--- src/rtl/sm83_pkg.sv ---
// ============================================================================
// sm83_pkg
// shared types, instruction codes and timing tables for the sm83 opcode decoder
// ============================================================================
package sm83_pkg;

    localparam int unsigned CODE_W = 7;

    typedef logic [CODE_W-1:0] code_t;

    // instruction codes in table order
    localparam code_t I_NOP        = 7'd0;
    localparam code_t I_INC_R8     = 7'd1;
    localparam code_t I_DEC_R8     = 7'd2;
    localparam code_t I_INC_R16    = 7'd3;
    localparam code_t I_DEC_R16    = 7'd4;
    localparam code_t I_ADD_HL     = 7'd5;
    localparam code_t I_LD_R16_N16 = 7'd6;
    localparam code_t I_LD_R8_N8   = 7'd7;
    localparam code_t I_LD_R16M_A  = 7'd8;
    localparam code_t I_LD_A_R16M  = 7'd9;
    localparam code_t I_LD_N16M_SP = 7'd10;
    localparam code_t I_RLCA       = 7'd11;
    localparam code_t I_RRCA       = 7'd12;
    localparam code_t I_RLA        = 7'd13;
    localparam code_t I_RRA        = 7'd14;
    localparam code_t I_DAA        = 7'd15;
    localparam code_t I_CPL        = 7'd16;
    localparam code_t I_SCF        = 7'd17;
    localparam code_t I_CCF        = 7'd18;
    localparam code_t I_JR         = 7'd19;
    localparam code_t I_JR_CC      = 7'd20;
    localparam code_t I_STOP       = 7'd21;
    localparam code_t I_LD_R8_R8   = 7'd22;
    localparam code_t I_HALT       = 7'd23;
    localparam code_t I_ALU_R8     = 7'd24;  // eight codes, one per alu op
    localparam code_t I_ALU_N8     = 7'd32;  // eight codes, one per alu op
    localparam code_t I_CB_ROT     = 7'd40;  // eight codes for rotates and shifts
    localparam code_t I_BIT        = 7'd48;
    localparam code_t I_RES        = 7'd49;
    localparam code_t I_SET        = 7'd50;
    localparam code_t I_RET_CC     = 7'd51;  // four codes, one per condition
    localparam code_t I_RET        = 7'd55;
    localparam code_t I_RETI       = 7'd56;
    localparam code_t I_JP_CC      = 7'd57;  // four codes
    localparam code_t I_JP         = 7'd61;
    localparam code_t I_JP_HL      = 7'd62;
    localparam code_t I_CALL_CC    = 7'd63;  // four codes
    localparam code_t I_CALL       = 7'd67;
    localparam code_t I_RST        = 7'd68;
    localparam code_t I_POP        = 7'd69;
    localparam code_t I_PUSH       = 7'd70;
    localparam code_t I_LDH_CM_A   = 7'd71;
    localparam code_t I_LDH_N8M_A  = 7'd72;
    localparam code_t I_LD_N16M_A  = 7'd73;
    localparam code_t I_LDH_A_CM   = 7'd74;
    localparam code_t I_LDH_A_N8M  = 7'd75;
    localparam code_t I_LD_A_N16M  = 7'd76;
    localparam code_t I_ADD_SP     = 7'd77;
    localparam code_t I_LD_HL_SP   = 7'd78;
    localparam code_t I_LD_SP_HL   = 7'd79;
    localparam code_t I_DI         = 7'd80;
    localparam code_t I_EI         = 7'd81;
    localparam code_t I_UNKNOWN    = 7'd82;

    // opcode patterns
    localparam logic [7:0] OP_HALT    = 8'h76;
    localparam logic [7:0] MASK_C7    = 8'hC7;
    localparam logic [7:0] MASK_CF    = 8'hCF;
    localparam logic [7:0] PAT_ALU_N8 = 8'hC6;
    localparam logic [7:0] PAT_RST    = 8'hC7;
    localparam logic [7:0] PAT_POP    = 8'hC1;
    localparam logic [7:0] PAT_PUSH   = 8'hC5;

    localparam int unsigned TDATA_W = 40;

    typedef struct packed {
        logic [2:0] bit_or_vector;
        logic [2:0] alu_operation;
        logic [1:0] condition_sel;
        logic [1:0] stack_pair_sel;
        logic [1:0] reg16_sel;
        logic [2:0] reg8_dest;
        logic [2:0] reg8_source;
        logic [2:0] reg8_sel;
        logic       recognized;
        logic [2:0] machine_cycles;
        logic [1:0] length_bytes;
        code_t      instr_code;
    } dec_t;

    function automatic logic [1:0] code_length(input code_t code);
        logic [1:0] len;
        len = 2'd1;
        unique case (code) inside
            I_LD_R16_N16, I_LD_N16M_SP, [I_JP_CC:I_JP], [I_CALL_CC:I_CALL],
            I_LD_N16M_A, I_LD_A_N16M:
                len = 2'd3;
            I_LD_R8_N8, I_JR, I_JR_CC, I_STOP, [I_ALU_N8:I_SET],
            I_LDH_N8M_A, I_LDH_A_N8M, I_ADD_SP, I_LD_HL_SP:
                len = 2'd2;
            default:
                len = 2'd1;
        endcase
        return len;
    endfunction

    function automatic logic [2:0] code_cycles(input code_t code);
        logic [2:0] cyc;
        cyc = 3'd1;
        unique case (code) inside
            I_STOP, I_HALT, I_UNKNOWN:
                cyc = 3'd0;
            I_INC_R16, I_DEC_R16, I_ADD_HL, I_LD_R8_N8, I_LD_R16M_A, I_LD_A_R16M,
            I_JR_CC, [I_ALU_N8:I_SET], [I_RET_CC:I_RET_CC + 7'd3],
            I_LDH_CM_A, I_LDH_A_CM, I_LD_SP_HL:
                cyc = 3'd2;
            I_LD_R16_N16, I_JR, [I_JP_CC:I_JP_CC + 7'd3],
            [I_CALL_CC:I_CALL_CC + 7'd3], I_POP, I_LDH_N8M_A, I_LDH_A_N8M,
            I_LD_HL_SP:
                cyc = 3'd3;
            I_RET, I_RETI, I_JP, I_RST, I_PUSH, I_LD_N16M_A, I_LD_A_N16M, I_ADD_SP:
                cyc = 3'd4;
            I_LD_N16M_SP:
                cyc = 3'd5;
            I_CALL:
                cyc = 3'd6;
            default:
                cyc = 3'd1;
        endcase
        return cyc;
    endfunction

endpackage

--- src/rtl/sm83_opcode_decoder.sv ---
// ============================================================================
// sm83_opcode_decoder
// streaming decoder for sm83 main and cb-prefixed opcode bytes
// ============================================================================
// One opcode item is taken per clock unless stalled, and one result item
// comes out for each: the opcode lands in an input register, the decode
// table sits between it and the result register, and the result register
// holds its item while m_tready is low so that the input side keeps flowing
// until both registers are full. Unknown opcodes (and a bare 0xCB in the
// main table) come out with code 82, length 1, machine_cycles 0, m_tuser low
// and all operand fields zero. No state is kept between items.
module sm83_opcode_decoder (
    input  logic                           aclk,
    input  logic                           aresetn,
    input  logic                           s_tvalid,
    output logic                           s_tready,
    input  logic [7:0]                     s_tdata,   // opcode_byte
    input  logic                           s_tuser,   // command
    output logic                           m_tvalid,
    input  logic                           m_tready,
    // instr_code, length_bytes, machine_cycles, reg8_sel, reg8_source,
    // reg8_dest, reg16_sel, stack_pair_sel, condition_sel, alu_operation,
    // bit_or_vector, zero fill
    output logic [sm83_pkg::TDATA_W-1:0]   m_tdata,
    output logic                           m_tuser    // recognized
);

    logic           in_valid_reg;
    logic [7:0]     in_op_reg;
    logic           in_cb_reg;
    logic           out_valid_reg;
    sm83_pkg::dec_t out_dec_reg;
    sm83_pkg::dec_t dec;
    logic           out_en;
    logic           in_en;

    assign out_en   = !out_valid_reg || m_tready;
    assign in_en    = !in_valid_reg || out_en;
    assign s_tready = in_en;

    always_ff @(posedge aclk) begin
        if (!aresetn) begin
            in_valid_reg <= 1'b0;
        end else if (in_en) begin
            in_valid_reg <= s_tvalid;
        end
        if (in_en && s_tvalid) begin
            in_op_reg <= s_tdata;
            in_cb_reg <= s_tuser;
        end
    end

    sm83_decode u_decode (
        .opcode_byte (in_op_reg),
        .command     (in_cb_reg),
        .dec         (dec)
    );

    always_ff @(posedge aclk) begin
        if (!aresetn) begin
            out_valid_reg <= 1'b0;
        end else if (out_en) begin
            out_valid_reg <= in_valid_reg;
        end
        if (out_en && in_valid_reg) begin
            out_dec_reg <= dec;
        end
    end

    assign m_tvalid = out_valid_reg;
    assign m_tuser  = out_dec_reg.recognized;
    assign m_tdata  = {7'd0,
                       out_dec_reg.bit_or_vector,
                       out_dec_reg.alu_operation,
                       out_dec_reg.condition_sel,
                       out_dec_reg.stack_pair_sel,
                       out_dec_reg.reg16_sel,
                       out_dec_reg.reg8_dest,
                       out_dec_reg.reg8_source,
                       out_dec_reg.reg8_sel,
                       out_dec_reg.machine_cycles,
                       out_dec_reg.length_bytes,
                       out_dec_reg.instr_code};

    a_in_capture: assert property (@(posedge aclk) disable iff (!aresetn)
        s_tvalid && s_tready |=> in_valid_reg)
        else $error("accepted item not held in input register");

    a_in_hold: assert property (@(posedge aclk) disable iff (!aresetn)
        in_valid_reg && !out_en |=> in_valid_reg && $stable(in_op_reg)
            && $stable(in_cb_reg))
        else $error("stalled input item lost or changed");

    a_out_load: assert property (@(posedge aclk) disable iff (!aresetn)
        in_valid_reg && out_en |=> m_tvalid)
        else $error("decoded item not moved to result register");

    a_recog_code: assert property (@(posedge aclk) disable iff (!aresetn)
        m_tvalid |-> m_tuser == (m_tdata[6:0] != sm83_pkg::I_UNKNOWN))
        else $error("recognized flag disagrees with instruction code");

    a_unknown_clear: assert property (@(posedge aclk) disable iff (!aresetn)
        m_tvalid && !m_tuser |-> m_tdata[sm83_pkg::TDATA_W-1:12] == '0
            && m_tdata[11:9] == 3'd0 && m_tdata[8:7] == 2'd1)
        else $error("unknown opcode carries operand or timing data");

endmodule

--- src/rtl/sm83_decode.sv ---
// ============================================================================
// sm83_decode
// combinational decode of one opcode byte into code, timing and operands
// ============================================================================
module sm83_decode (
    input  logic              [7:0] opcode_byte,
    input  logic                    command,
    output sm83_pkg::dec_t          dec
);

    logic [7:0]      op;
    logic [1:0]      blk;
    logic [2:0]      mid;
    logic [2:0]      lo3;
    logic [3:0]      lo4;
    sm83_pkg::code_t code;
    sm83_pkg::dec_t  d;

    assign op  = opcode_byte;
    assign blk = op[7:6];
    assign mid = op[5:3];
    assign lo3 = op[2:0];
    assign lo4 = op[3:0];

    always_comb begin
        d    = '0;
        code = sm83_pkg::I_UNKNOWN;
        if (command) begin
            d.reg8_sel = lo3;
            if (blk == 2'd0) begin
                code = sm83_pkg::I_CB_ROT + {4'd0, mid};
            end else begin
                code            = sm83_pkg::I_BIT + {5'd0, blk} - 7'd1;
                d.bit_or_vector = mid;
            end
        end else begin
            unique case (blk)
                2'd0: begin
                    unique case (op)
                        8'h00: code = sm83_pkg::I_NOP;
                        8'h08: code = sm83_pkg::I_LD_N16M_SP;
                        8'h10: code = sm83_pkg::I_STOP;
                        8'h18: code = sm83_pkg::I_JR;
                        8'h07: code = sm83_pkg::I_RLCA;
                        8'h0F: code = sm83_pkg::I_RRCA;
                        8'h17: code = sm83_pkg::I_RLA;
                        8'h1F: code = sm83_pkg::I_RRA;
                        8'h27: code = sm83_pkg::I_DAA;
                        8'h2F: code = sm83_pkg::I_CPL;
                        8'h37: code = sm83_pkg::I_SCF;
                        8'h3F: code = sm83_pkg::I_CCF;
                        default: begin
                            if (lo3 == 3'd0) begin
                                code            = sm83_pkg::I_JR_CC;
                                d.condition_sel = op[4:3];
                            end else if (lo3 == 3'd4) begin
                                code       = sm83_pkg::I_INC_R8;
                                d.reg8_sel = mid;
                            end else if (lo3 == 3'd5) begin
                                code       = sm83_pkg::I_DEC_R8;
                                d.reg8_sel = mid;
                            end else if (lo3 == 3'd6) begin
                                code       = sm83_pkg::I_LD_R8_N8;
                                d.reg8_sel = mid;
                            end else begin
                                d.reg16_sel = op[5:4];
                                unique case (lo4)
                                    4'h1:    code = sm83_pkg::I_LD_R16_N16;
                                    4'hA:    code = sm83_pkg::I_LD_A_R16M;
                                    4'h2:    code = sm83_pkg::I_LD_R16M_A;
                                    4'h3:    code = sm83_pkg::I_INC_R16;
                                    4'hB:    code = sm83_pkg::I_DEC_R16;
                                    default: code = sm83_pkg::I_ADD_HL;
                                endcase
                            end
                        end
                    endcase
                end
                2'd1: begin
                    if (op == sm83_pkg::OP_HALT) begin
                        code = sm83_pkg::I_HALT;
                    end else begin
                        code          = sm83_pkg::I_LD_R8_R8;
                        d.reg8_source = lo3;
                        d.reg8_dest   = mid;
                    end
                end
                2'd2: begin
                    code            = sm83_pkg::I_ALU_R8 + {4'd0, mid};
                    d.alu_operation = mid;
                    d.reg8_sel      = lo3;
                end
                default: begin
                    if ((op & sm83_pkg::MASK_C7) == sm83_pkg::PAT_ALU_N8) begin
                        code = sm83_pkg::I_ALU_N8 + {4'd0, mid};
                    end else if ((op & sm83_pkg::MASK_C7) == sm83_pkg::PAT_RST) begin
                        code            = sm83_pkg::I_RST;
                        d.bit_or_vector = mid;
                    end else if ((op & sm83_pkg::MASK_CF) == sm83_pkg::PAT_POP) begin
                        code             = sm83_pkg::I_POP;
                        d.stack_pair_sel = op[5:4];
                    end else if ((op & sm83_pkg::MASK_CF) == sm83_pkg::PAT_PUSH) begin
                        code             = sm83_pkg::I_PUSH;
                        d.stack_pair_sel = op[5:4];
                    end else begin
                        unique case (op)
                            8'hC0, 8'hC8, 8'hD0, 8'hD8: begin
                                code            = sm83_pkg::I_RET_CC + {5'd0, op[4:3]};
                                d.condition_sel = op[4:3];
                            end
                            8'hC2, 8'hCA, 8'hD2, 8'hDA: begin
                                code            = sm83_pkg::I_JP_CC + {5'd0, op[4:3]};
                                d.condition_sel = op[4:3];
                            end
                            8'hC4, 8'hCC, 8'hD4, 8'hDC: begin
                                code            = sm83_pkg::I_CALL_CC + {5'd0, op[4:3]};
                                d.condition_sel = op[4:3];
                            end
                            8'hC9:   code = sm83_pkg::I_RET;
                            8'hD9:   code = sm83_pkg::I_RETI;
                            8'hC3:   code = sm83_pkg::I_JP;
                            8'hE9:   code = sm83_pkg::I_JP_HL;
                            8'hCD:   code = sm83_pkg::I_CALL;
                            8'hE2:   code = sm83_pkg::I_LDH_CM_A;
                            8'hE0:   code = sm83_pkg::I_LDH_N8M_A;
                            8'hEA:   code = sm83_pkg::I_LD_N16M_A;
                            8'hF2:   code = sm83_pkg::I_LDH_A_CM;
                            8'hF0:   code = sm83_pkg::I_LDH_A_N8M;
                            8'hFA:   code = sm83_pkg::I_LD_A_N16M;
                            8'hE8:   code = sm83_pkg::I_ADD_SP;
                            8'hF8:   code = sm83_pkg::I_LD_HL_SP;
                            8'hF9:   code = sm83_pkg::I_LD_SP_HL;
                            8'hF3:   code = sm83_pkg::I_DI;
                            8'hFB:   code = sm83_pkg::I_EI;
                            default: code = sm83_pkg::I_UNKNOWN;
                        endcase
                    end
                end
            endcase
        end
        d.instr_code     = code;
        d.length_bytes   = sm83_pkg::code_length(code);
        d.machine_cycles = sm83_pkg::code_cycles(code);
        d.recognized     = (code != sm83_pkg::I_UNKNOWN);
    end

    assign dec = d;

endmodule
--- config.mk ---
export PLATFORM = sky130hd
export DESIGN_NAME = sm83_opcode_decoder
export DESIGN_NICKNAME = d
export VERILOG_FILES = /design/src/rtl/sm83_pkg.sv /design/src/rtl/sm83_opcode_decoder.sv /design/src/rtl/sm83_decode.sv
export SDC_FILE = /design/constraint.sdc
export NUM_CORES = 1
export LEC_CHECK = 0
export BUFFER_PORTS_ARGS = -buffer_cell sky130_fd_sc_hd__clkbuf_2
export CORE_ASPECT_RATIO = 1.5
export CORE_UTILIZATION = 45
export CTS_CLUSTER_SIZE = 24
export DETAILED_ROUTE_END_ITERATION = 10
export HOLD_SLACK_MARGIN = 0.02
export PLACE_DENSITY = 0.69
export SYNTH_ARGS = -nofsm -noshare
export SYNTH_HDL_FRONTEND = slang
export SYNTH_HIERARCHICAL = 1
export SYNTH_SLANG_ARGS = --single-unit
--- constraint.sdc ---
create_clock -name aclk -period 6.4 [get_ports aclk]
set_input_delay 0.32 -clock aclk [delete_from_list [all_inputs] [get_ports aclk]]
set_output_delay 0.32 -clock aclk [all_outputs]
set_load 0.02 [all_outputs]
==> out/results.txt, run 1 <==
Post-synth top cells: edfxtp_1 (43), nor2_1 (29), a21oi_1 (18)
number of remaining DRC errors: 0
clk buf depth: 2
std cell rows: 39
Setup WS pre-CTS: 2230 ps
HPWL Detailed: 6180 microns
outcome: finished, final reports clean
FF-to-FF setup slack: 2160 ps
Inserted Clock Buffers: 5
CTS clk-pin slew, worst paths: 70 ps
Post-synth EDFFs: 43
Synth top area share: 36.5%
RSZ-0062 raised after global routing: no
Max Cap Viol: 0
Final #Nets: 425
worst hold path startpoint: s_tdata[7]
CTS H-Tree Depth: 2
Worst Setup End Kind: register
vias in the first global route: 2817
Final GP Congestion: 0.990
Post-synth top flop: edfxtp_1
met2 Usage GRT: 34.0%
Detailed Route WL: 8780 microns
# port buffers: 48
Hold WS: 195 ps
Top Usage Layer GRT: met2
Hold Violations, Final: 0
WP data arrival: 4270 ps
number of flip-flops under the largest register name: 33
Mapped Cells: 373
First DRT Iteration DRCs: 327
grt total ovfl: 0
syn avg cell area: 9.48 sq um
library cells used by synthesis: 83
actual slew at the worst max-slew pin: 913 ps
setup ws final: 2160 ps
CP Class: register to register
initial antenna violation count: 0
cell taking the most area after synthesis: edfxtp_1
setup TNS: 0 ps
I/O Pins: 56
worst r2r path cells: 13
Synth area leaders: edfxtp_1 (37%), nor2_1 (3.1%), buf_4 (3.0%), a21oi_1 (2.5%), ha_1 (2.5%)
hold buffer count at CTS: 0
Final Max Slew Viols: 0
synthesized area: 0.00354 sq mm
met3 GRT Util: 4.29%
maximum net fanout on the critical path: 12
Synth Register Bits: 45
Final ANT Viol Nets: 0
CTS-repair resized insts: 0
Slew HR: 38.3%
postcts setup bufs: 0
Worst R2R End: m_tdata[9]
critical path startpoint: in_op_reg[7]
f_max: 0.236 GHz
leakage: 1.47 nW
most frequent cell after synthesis: edfxtp_1
Final Setup Violations: 0
min-delay worst type: input pin to register
clk sinks: 45
Final Critical Period: 4240 ps
peak supply drop: 0.127 mV
Starting Density: 46.5%
Ant. Diodes: 0
clock skew: 9.29 ps
Hold EP: in_op_reg[7]
FF-to-FF Start: in_op_reg[7]
GRT Total Usage: 22.0%
Die H: 111 microns
Final Cycle Share: 66.3%
power per cell area: 226 mW/mm^2
first-pass GRT wire length: 14000 microns
Req. time, crit path: 6430 ps
CTS tree: yes
Vias: 3161
die area: 0.00823 sq mm
Layout area overhead: 11.2%
drt via density: 6.23
met1 GRT Util: 27.2%
Ys Warns: 6
share of cells above drive strength 1: 20.5%
Clock Latency Late Sink: 290 ps
Seq/Total Area, Yosys: 37.6%
largest net degree at the start of global routing: 41
total power: 0.890 mW
drt first pass iters: 5
die width: 74.4 microns
WL/cell: 17.3 microns
hold depth: 1
asr flop ratio synth: 0%
CTS root buf: clkbuf_16
Critical Path Start Type: register
area of the core: 0.00761 sq mm
[layout by cell type, fill, tap and decap left out, types with 3 or more instances in the layout]
cell,instances
a2111o_1,3
nor2_1,29
or4_1,3
nor3_1,15
buf_4,6
conb_1,7
nand4_1,10
a21oi_1,18
nor4_1,3
inv_1,13
nand3_1,10
nor3b_1,3
edfxtp_1,43
o2111ai_1,3
nand2b_1,13
xnor2_1,3
clkbuf_2,48
o21a_1,5
mux2_2,3
and3_1,6
o21ai_0,16
clkbuf_16,5
nand2_1,16
nand3b_1,6
and4_1,3
a211oi_1,5
nor2b_1,5
or3_1,5
and2_1,8
ha_1,7
o22ai_1,4
o211ai_1,7
o221ai_1,4
o31ai_1,5
o31a_1,4
[how the worst max path moves through the flow]
stage / endpoint
floorplan: m_tdata[10]
global placement: m_tdata[9]
detailed placement: m_tdata[9]
CTS: m_tdata[9]
global route: m_tdata[10]
finish: m_tdata[9]
[logic make-up (layout without fill, tap and decap cells)]
| kind of cell | count (synthesis) | in the layout | synth area share, % |
|---|---|---|---|
| and+or+nand+nor | 147 | 147 | 23.9 |
| adders and majority gates | 8 | 8 | 3.04 |
| AOI/OAI and AO/OA | 112 | 112 | 24.3 |
| other | 1 | 7 | 0.106 |
| buffers and inverters | 51 | 77 | 8.42 |
| DFF | 45 | 45 | 37.6 |
| muxes | 5 | 5 | 1.52 |
| xor gates and xnor gates | 4 | 4 | 0.991 |
[layout make-up]
class	instances	area, sq um
Clock buffer	5	125
Tap cell	102	128
Inverter	15	61.3
Sequential cell	45	1330
Timing Repair Buffer	54	285
Clock inverter	3	68.8
Fill cell	715	3680
Multi-Input combinational cell	283	1930
[layer usage]
metal | up-vias | wire [microns]
met5 | - | 0
met1 | 1435 | 3440
li1 | 1481 | -
met2 | 202 | 4190
met4 | 0 | 506
met3 | 43 | 640
[stage by stage]
stage               cells  area, sq um  utilization (%)
detailed placement    499         3740             49.1
global placement      499         3740             49.1
global route          507         3930             51.7
floorplan             379         3560                -
finish                507         3930             51.7
CTS                   507         3930             51.7
[report_power, final]
| part | switching, mW | internal [mW] | total, mW | leakage [nW] |
|---|---|---|---|---|
| Clock | 0.113 | 0.225 | 0.338 | 0.0944 |
| Sequential | 0.0114 | 0.343 | 0.355 | 0.414 |
| Combinational | 0.129 | 0.0678 | 0.197 | 0.958 |
| Total | 0.254 | 0.636 | 0.890 | 1.47 |
[worst max-delay path, stage by stage (launching register included)]
cell and delay, ps:
edfxtp_1 460, ha_1 430, inv_1 150, or4_1 540, fa_1 450, a22o_1 220
a21oi_1 180, nand4_1 200, a21oi_4 290, inv_1 220, and4_1 250, o31ai_1 270
o31a_1 240, o211ai_2 90
Note: power is estimated with default switching activity, not from simulation.
==> run 2, diff against run 1 <==
--- a/config.mk
+++ b/config.mk
@@ -11,7 +11,7 @@
 export CTS_CLUSTER_SIZE = 24
 export DETAILED_ROUTE_END_ITERATION = 10
 export HOLD_SLACK_MARGIN = 0.02
-export PLACE_DENSITY = 0.69
+export PLACE_DENSITY = 0.71
 export SYNTH_ARGS = -nofsm -noshare
 export SYNTH_HDL_FRONTEND = slang
 export SYNTH_HIERARCHICAL = 1
==> constraint.sdc (replaced) <==
create_clock -name aclk -period 3.7 [get_ports aclk]
set_input_delay 0.185 -clock aclk [delete_from_list [all_inputs] [get_ports aclk]]
set_output_delay 0.185 -clock aclk [all_outputs]
set_load 0.02 [all_outputs]
==> run 2 against run 1 <==
Against the previous run:
- sequential power is 70% higher
- clock power grew 73%
- register-to-register slack got worse by 2100 ps
==> out/results.txt, run 2 (same netlist as run 1, synthesis figures left out) <==
Inserted Clock Buffers: 5 (unchanged)
actual slew at the worst max-slew pin: 774 ps (-139 ps)
Final Setup Violations: 0 (unchanged)
leading cell type in the layout, fill and taps excluded: buf_4
std cell rows: 39 (unchanged)
FF-to-FF Start: in_op_reg[6]
share of cells above drive strength 1: 31.9% (+11 points)
setup ws final: 96.3 ps (-2060 ps)
CTS clk-pin slew, worst paths: 70 ps (about the same)
total power: 1.62 mW (+83%)
Vias: 3356 (+6.2%)
critical path startpoint: in_op_reg[6]
Area after DPL: 0.00413 sq mm (+11%)
first-pass GRT wire length: 15500 microns (+10%)
maximum net fanout on the critical path: 3 (-9)
Worst R2R End: m_tdata[10]
crit path to: m_tdata[10]
Detailed Route WL: 9690 microns (+10%)
drt first pass iters: 6 (+1)
CP max stage cell: or4_4
vias in the first global route: 3228 (+15%)
WL/cell: 17.3 microns (about the same)
CP Class: register to register
CTS root buf: clkbuf_16
number of flip-flops under the largest register name: 33 (unchanged)
Hold Violations, Final: 0 (unchanged)
clock skew: 13.3 ps (+4.04 ps)
CTS H-Tree Depth: 2 (unchanged)
FF-to-FF setup slack: 100 ps (-2060 ps)
leakage: 1.73 nW (+18%)
Final Util: 58.2% (+6.5 points)
CTS tree: yes
WP data arrival: 3630 ps (-640 ps)
met1 GRT Util: 29.0% (+1.8 points)
area of the core: 0.00761 sq mm (unchanged)
First DRT Iteration DRCs: 300 (-8.3%)
Slew HR: 48.4% (+10 points)
worst r2r path cells: 11 (-2)
power per cell area: 367 mW/mm^2 (+62%)
I/O Pins: 56 (unchanged)
Critical Path Max Stage Delay: 520 ps (-20 ps)
Critical Path Start Type: register
drt via density: 5.99 (-3.9%)
Clock Latency Late Sink: 290 ps (about the same)
clk buf depth: 2 (unchanged)
most used cell, CP: a2111o_1
commonest cells after routing, fill and taps aside: buf_4 (58), clkbuf_2 (48), edfxtp_1 (43)
Final Max Slew Viols: 0 (unchanged)
die width: 74.4 microns (unchanged)
initial antenna violation count: 0 (unchanged)
Worst Setup End Kind: register
Final #Nets: 478 (+12%)
FILL cells: 676 (-5.5%)
Setup WS pre-CTS: 135 ps (-2090 ps)
Top Usage Layer GRT: met2
critical path's top delay family: compound AO/OA/AOI/OAI gates
Post-Layout Cell Count: 560 (+10%)
largest net degree at the start of global routing: 36 (-12%)
# port buffers: 48 (unchanged)
HPWL Detailed: 7190 microns (+16%)
Final GP Congestion: 0.952 (-3.9%)
grt total ovfl: 0 (unchanged)
Placed Instances: 550 (+10%)
Final Cycle Share: 97.4% (+31 points)
Layout area overhead: 25.2%
CP Depth: 11 (-2)
Starting Density: 46.5% (unchanged)
met3 GRT Util: 3.92% (-0.36 points)
clk sinks: 45 (unchanged)
Die H: 111 microns (unchanged)
critical path, cell by cell: ha_2, inv_1, or4_4, fa_1, a22o_1, a2111o_1, nand4bb_4, o221ai_4, o311ai_4, a2111o_1, nand3b_1
die area: 0.00823 sq mm (unchanged)
min-delay worst type: input pin to register
met2 Usage GRT: 39.8% (+5.8 points)
Final Instance Area: 0.00443 sq mm (+13%)
outcome: finished, final reports clean
Ant. Diodes: 0 (unchanged)
Req. time, crit path: 3730 ps (-2700 ps)
Max Cap Viol: 0 (unchanged)
f_max: 0.277 GHz (+18%)
peak supply drop: 0.224 mV (+76%)
Buf+Inv Stages, Crit Path: 1 (-1)
GRT Total Usage: 24.4% (+2.5 points)
Final Critical Period: 3600 ps (-640 ps)
Final ANT Viol Nets: 0 (unchanged)
number of remaining DRC errors: 0 (unchanged)
run 2: worst min-delay path by stage:
stage,start,end,slack [ps],depth (start not counted)
6_report,s_tdata[2],in_op_reg[2],60,1
5_1_grt,s_tdata[2],in_op_reg[2],60,1
4_1_cts,s_tdata[2],in_op_reg[2],60,1
3_5_place_dp,s_tdata[3],in_op_reg[3],360,1
3_3_place_gp,s_tdata[3],in_op_reg[3],360,1
2_1_floorplan,s_tuser,in_cb_reg,280,0
run 2: worst reg2reg max path: stages (launching register included):
cell       delay, ps
edfxtp_1         360
ha_2             200
inv_1             70
or4_4            520
fa_1             440
a22o_1           230
a2111o_1         420
nand4bb_4        220
o221ai_4         120
o311ai_4         110
a2111o_1         480
nand3b_1         170
run 2: timing repair:
item | CTS | global route
gates resized for setup | 0 | 14
hold buffers | 0 | 0
endpoints found under the setup margin | 0 | 4
setup buffers | 0 | 2
run 2: cell type report:
class / count / area, sq um / area share [%]
Clock buffer: 5 / 125 / 2.83
Clock inverter: 3 / 68.8 / 1.55
Inverter: 15 / 61.3 / 1.38
Multi-Input combinational cell: 283 / 2020 / 45.6
Sequential cell: 45 / 1330 / 30.1
Tap cell: 102 / 128 / 2.88
Timing Repair Buffer: 107 / 696 / 15.7
run 2: metrics by stage:
stage                     setup TNS (ps)  hold WS, ps
after CTS                              0         57.9
final                                  0         61.8
after detailed placement               0          364
after global placement                 0          363
after global routing               -26.2         55.4
after floorplan                        0          284
run 2: routing by layer:
| layer | up-vias | wire, microns |
|---|---|---|
| met5 | - | 0 |
| met4 | 0 | 547 |
| met3 | 40 | 475 |
| met2 | 160 | 4900 |
| met1 | 1563 | 3770 |
| li1 | 1593 | - |
run 2: where the power goes:
group	switching (mW)	internal, mW	total [mW]
Clock	0.195	0.389	0.585
Combinational	0.258	0.177	0.435
Sequential	0.0117	0.594	0.605
==> run 3, diff against run 2 <==
==> constraint.sdc (replaced) <==
create_clock -name aclk -period 3.7 [get_ports aclk]
set_input_delay 0 -clock aclk [delete_from_list [all_inputs] [get_ports aclk]]
set_output_delay 0 -clock aclk [all_outputs]
set_load 0.02 [all_outputs]
==> run 3 against run 2 <==
Against the previous run:
- die area unchanged
- critical path depth is the same
- wire length up 1.1%
- final area is 2.5% higher
- combinational power increased by 2%
- setup slack better by 3.9 ps
==> out/results.txt, run 3 (same netlist as run 1, synthesis figures left out) <==
share of cells above drive strength 1: 31.1% (-0.75 points)
largest net degree at the start of global routing: 36 (unchanged)
Final #Nets: 489 (+2.3%)
Final Critical Period: 3600 ps (-3.90 ps)
CTS H-Tree Depth: 2 (unchanged)
worst hold path startpoint: m_tready
outcome: finished, final reports clean
Final GP Congestion: 0.952 (unchanged)
Die H: 111 microns (unchanged)
Inserted Clock Buffers: 5 (unchanged)
first-pass GRT wire length: 15600 microns (+0.58%)
number of flip-flops under the largest register name: 33 (unchanged)
Setup WS pre-CTS: 135 ps (unchanged)
min-delay worst type: input pin to register
FF-to-FF Start: in_op_reg[6]
initial antenna violation count: 0 (unchanged)
Clock Latency Late Sink: 300 ps (about the same)
die area: 0.00823 sq mm (unchanged)
Worst Setup End Kind: register
WL/cell: 17.2 microns (-0.80%)
std cell rows: 39 (unchanged)
CTS clk-pin slew, worst paths: 70 ps (about the same)
# port buffers: 48 (unchanged)
Detailed Route WL: 9800 microns (+1.1%)
Hold WS: 46.6 ps (-15.3 ps)
Vias: 3409 (+1.6%)
Final Instance Area: 0.00454 sq mm (+2.5%)
Hold Violations, Final: 0 (unchanged)
setup ws final: 100 ps (+3.90 ps)
Area after DPL: 0.00413 sq mm (unchanged)
setup TNS: 0 ps (unchanged)
CTS tree: yes
WP data arrival: 3630 ps (about the same)
Slew HR: 47.5% (-0.93 points)
power per cell area: 361 mW/mm^2 (-1.7%)
maximum net fanout on the critical path: 3 (unchanged)
peak supply drop: 0.225 mV (about the same)
Final Setup Violations: 0 (unchanged)
vias in the first global route: 3264 (+1.1%)
drt via density: 5.97 (-0.38%)
Worst R2R End: m_tdata[10]
Final ANT Viol Nets: 0 (unchanged)
CP Class: register to register
HPWL Detailed: 7190 microns (unchanged)
Hold EP: in_valid_reg
leading cell type in the layout, fill and taps excluded: buf_4
Max Cap Viol: 0 (unchanged)
clk buf depth: 2 (unchanged)
leakage: 1.78 nW (+2.7%)
CTS root buf: clkbuf_16
FILL cells: 666 (-1.5%)
Final Util: 59.6% (+1.4 points)
f_max: 0.278 GHz (+0.11%)
I/O Pins: 56 (unchanged)
grt total ovfl: 0 (unchanged)
First DRT Iteration DRCs: 277 (-7.7%)
FF-to-FF setup slack: 100 ps (about the same)
number of remaining DRC errors: 0 (unchanged)
Layout area overhead: 28.3%
hold depth: 3 (+2)
Ant. Diodes: 0 (unchanged)
Req. time, crit path: 3730 ps (about the same)
Starting Density: 46.5% (unchanged)
area of the core: 0.00761 sq mm (unchanged)
die width: 74.4 microns (unchanged)
Final Cycle Share: 97.3% (-0.11 points)
clock skew: 13.0 ps (-0.363 ps)
drt first pass iters: 4 (-2)
commonest cells after routing, fill and taps aside: buf_4 (58), clkbuf_2 (48), edfxtp_1 (43)
GRT Total Usage: 24.5% (+0.13 points)
Critical Path Start Type: register
Final Max Slew Viols: 0 (unchanged)
actual slew at the worst max-slew pin: 788 ps (+14.0 ps)
worst r2r path cells: 11 (unchanged)
clk sinks: 45 (unchanged)
==> run 3: changes by cell type in the layout (fill, tap and decap cells not counted), sizes merged <==
cell | before | now
dlygate4sd3 | 0 | 11
==> run 3: layer usage <==
metal | vias to the layer above | GRT usage, % | part of all wire, %
li1 | 1612 | - | -
met1 | 1604 | 29.0 | 39
met2 | 155 | 40.2 | 51
met3 | 38 | 3.92 | 4.7
met4 | 0 | 14.8 | 5.7
met5 | - | 0 | 0
==> run 3: layout make-up <==
type	instances	area (sq um)	share of cell area, %
clock buffer	5	125	2.76
timing repair buffer	118	806	17.8
inverter	15	61.3	1.35
sequential	45	1330	29.3
tap	102	128	2.81
clock inverter	3	68.8	1.52
multi-input combinational	283	2020	44.5
==> run 3: repair_timing <==
action	in CTS	in global routing
endpoints found under the hold margin	11	0
endpoints found under the setup margin	0	4
buffers inserted	0	2
resized for setup	0	14
hold buffers	11	0
==> run 3: power by group <==
group / switching (mW) / internal (mW)
sequential: 0.0117 / 0.594
clock: 0.198 / 0.389
combinational: 0.260 / 0.185
total: 0.469 / 1.17
==> run 3: how the worst max path moves through the flow <==
stage | slack, ps | from | end
after detailed placement | 140 | in_op_reg[6] | m_tdata[10]
after floorplan | 20 | in_op_reg[6] | m_tdata[10]
after global routing | -20 | in_op_reg[6] | m_tdata[10]
after CTS | 100 | in_op_reg[6] | m_tdata[10]
final | 100 | in_op_reg[6] | m_tdata[10]
after global placement | 170 | in_op_reg[6] | m_tdata[9]
==> run 3: through the flow <==
step                total power [mW]  std cells
finish                          1.64        571
CTS                             1.61        569
detailed placement              1.02        550
global route                    1.70        571
global placement                1.02        550
floorplan                      0.893        379
==> run 3: critical path, stage by stage, from the launching register on <==
cell	delay, ps
edfxtp_1	360
ha_2	200
inv_1	70
or4_4	520
fa_1	440
a22o_1	230
a2111o_1	420
nand4bb_4	220
o221ai_4	120
o311ai_4	110
a2111o_1	480
nand3b_1	170
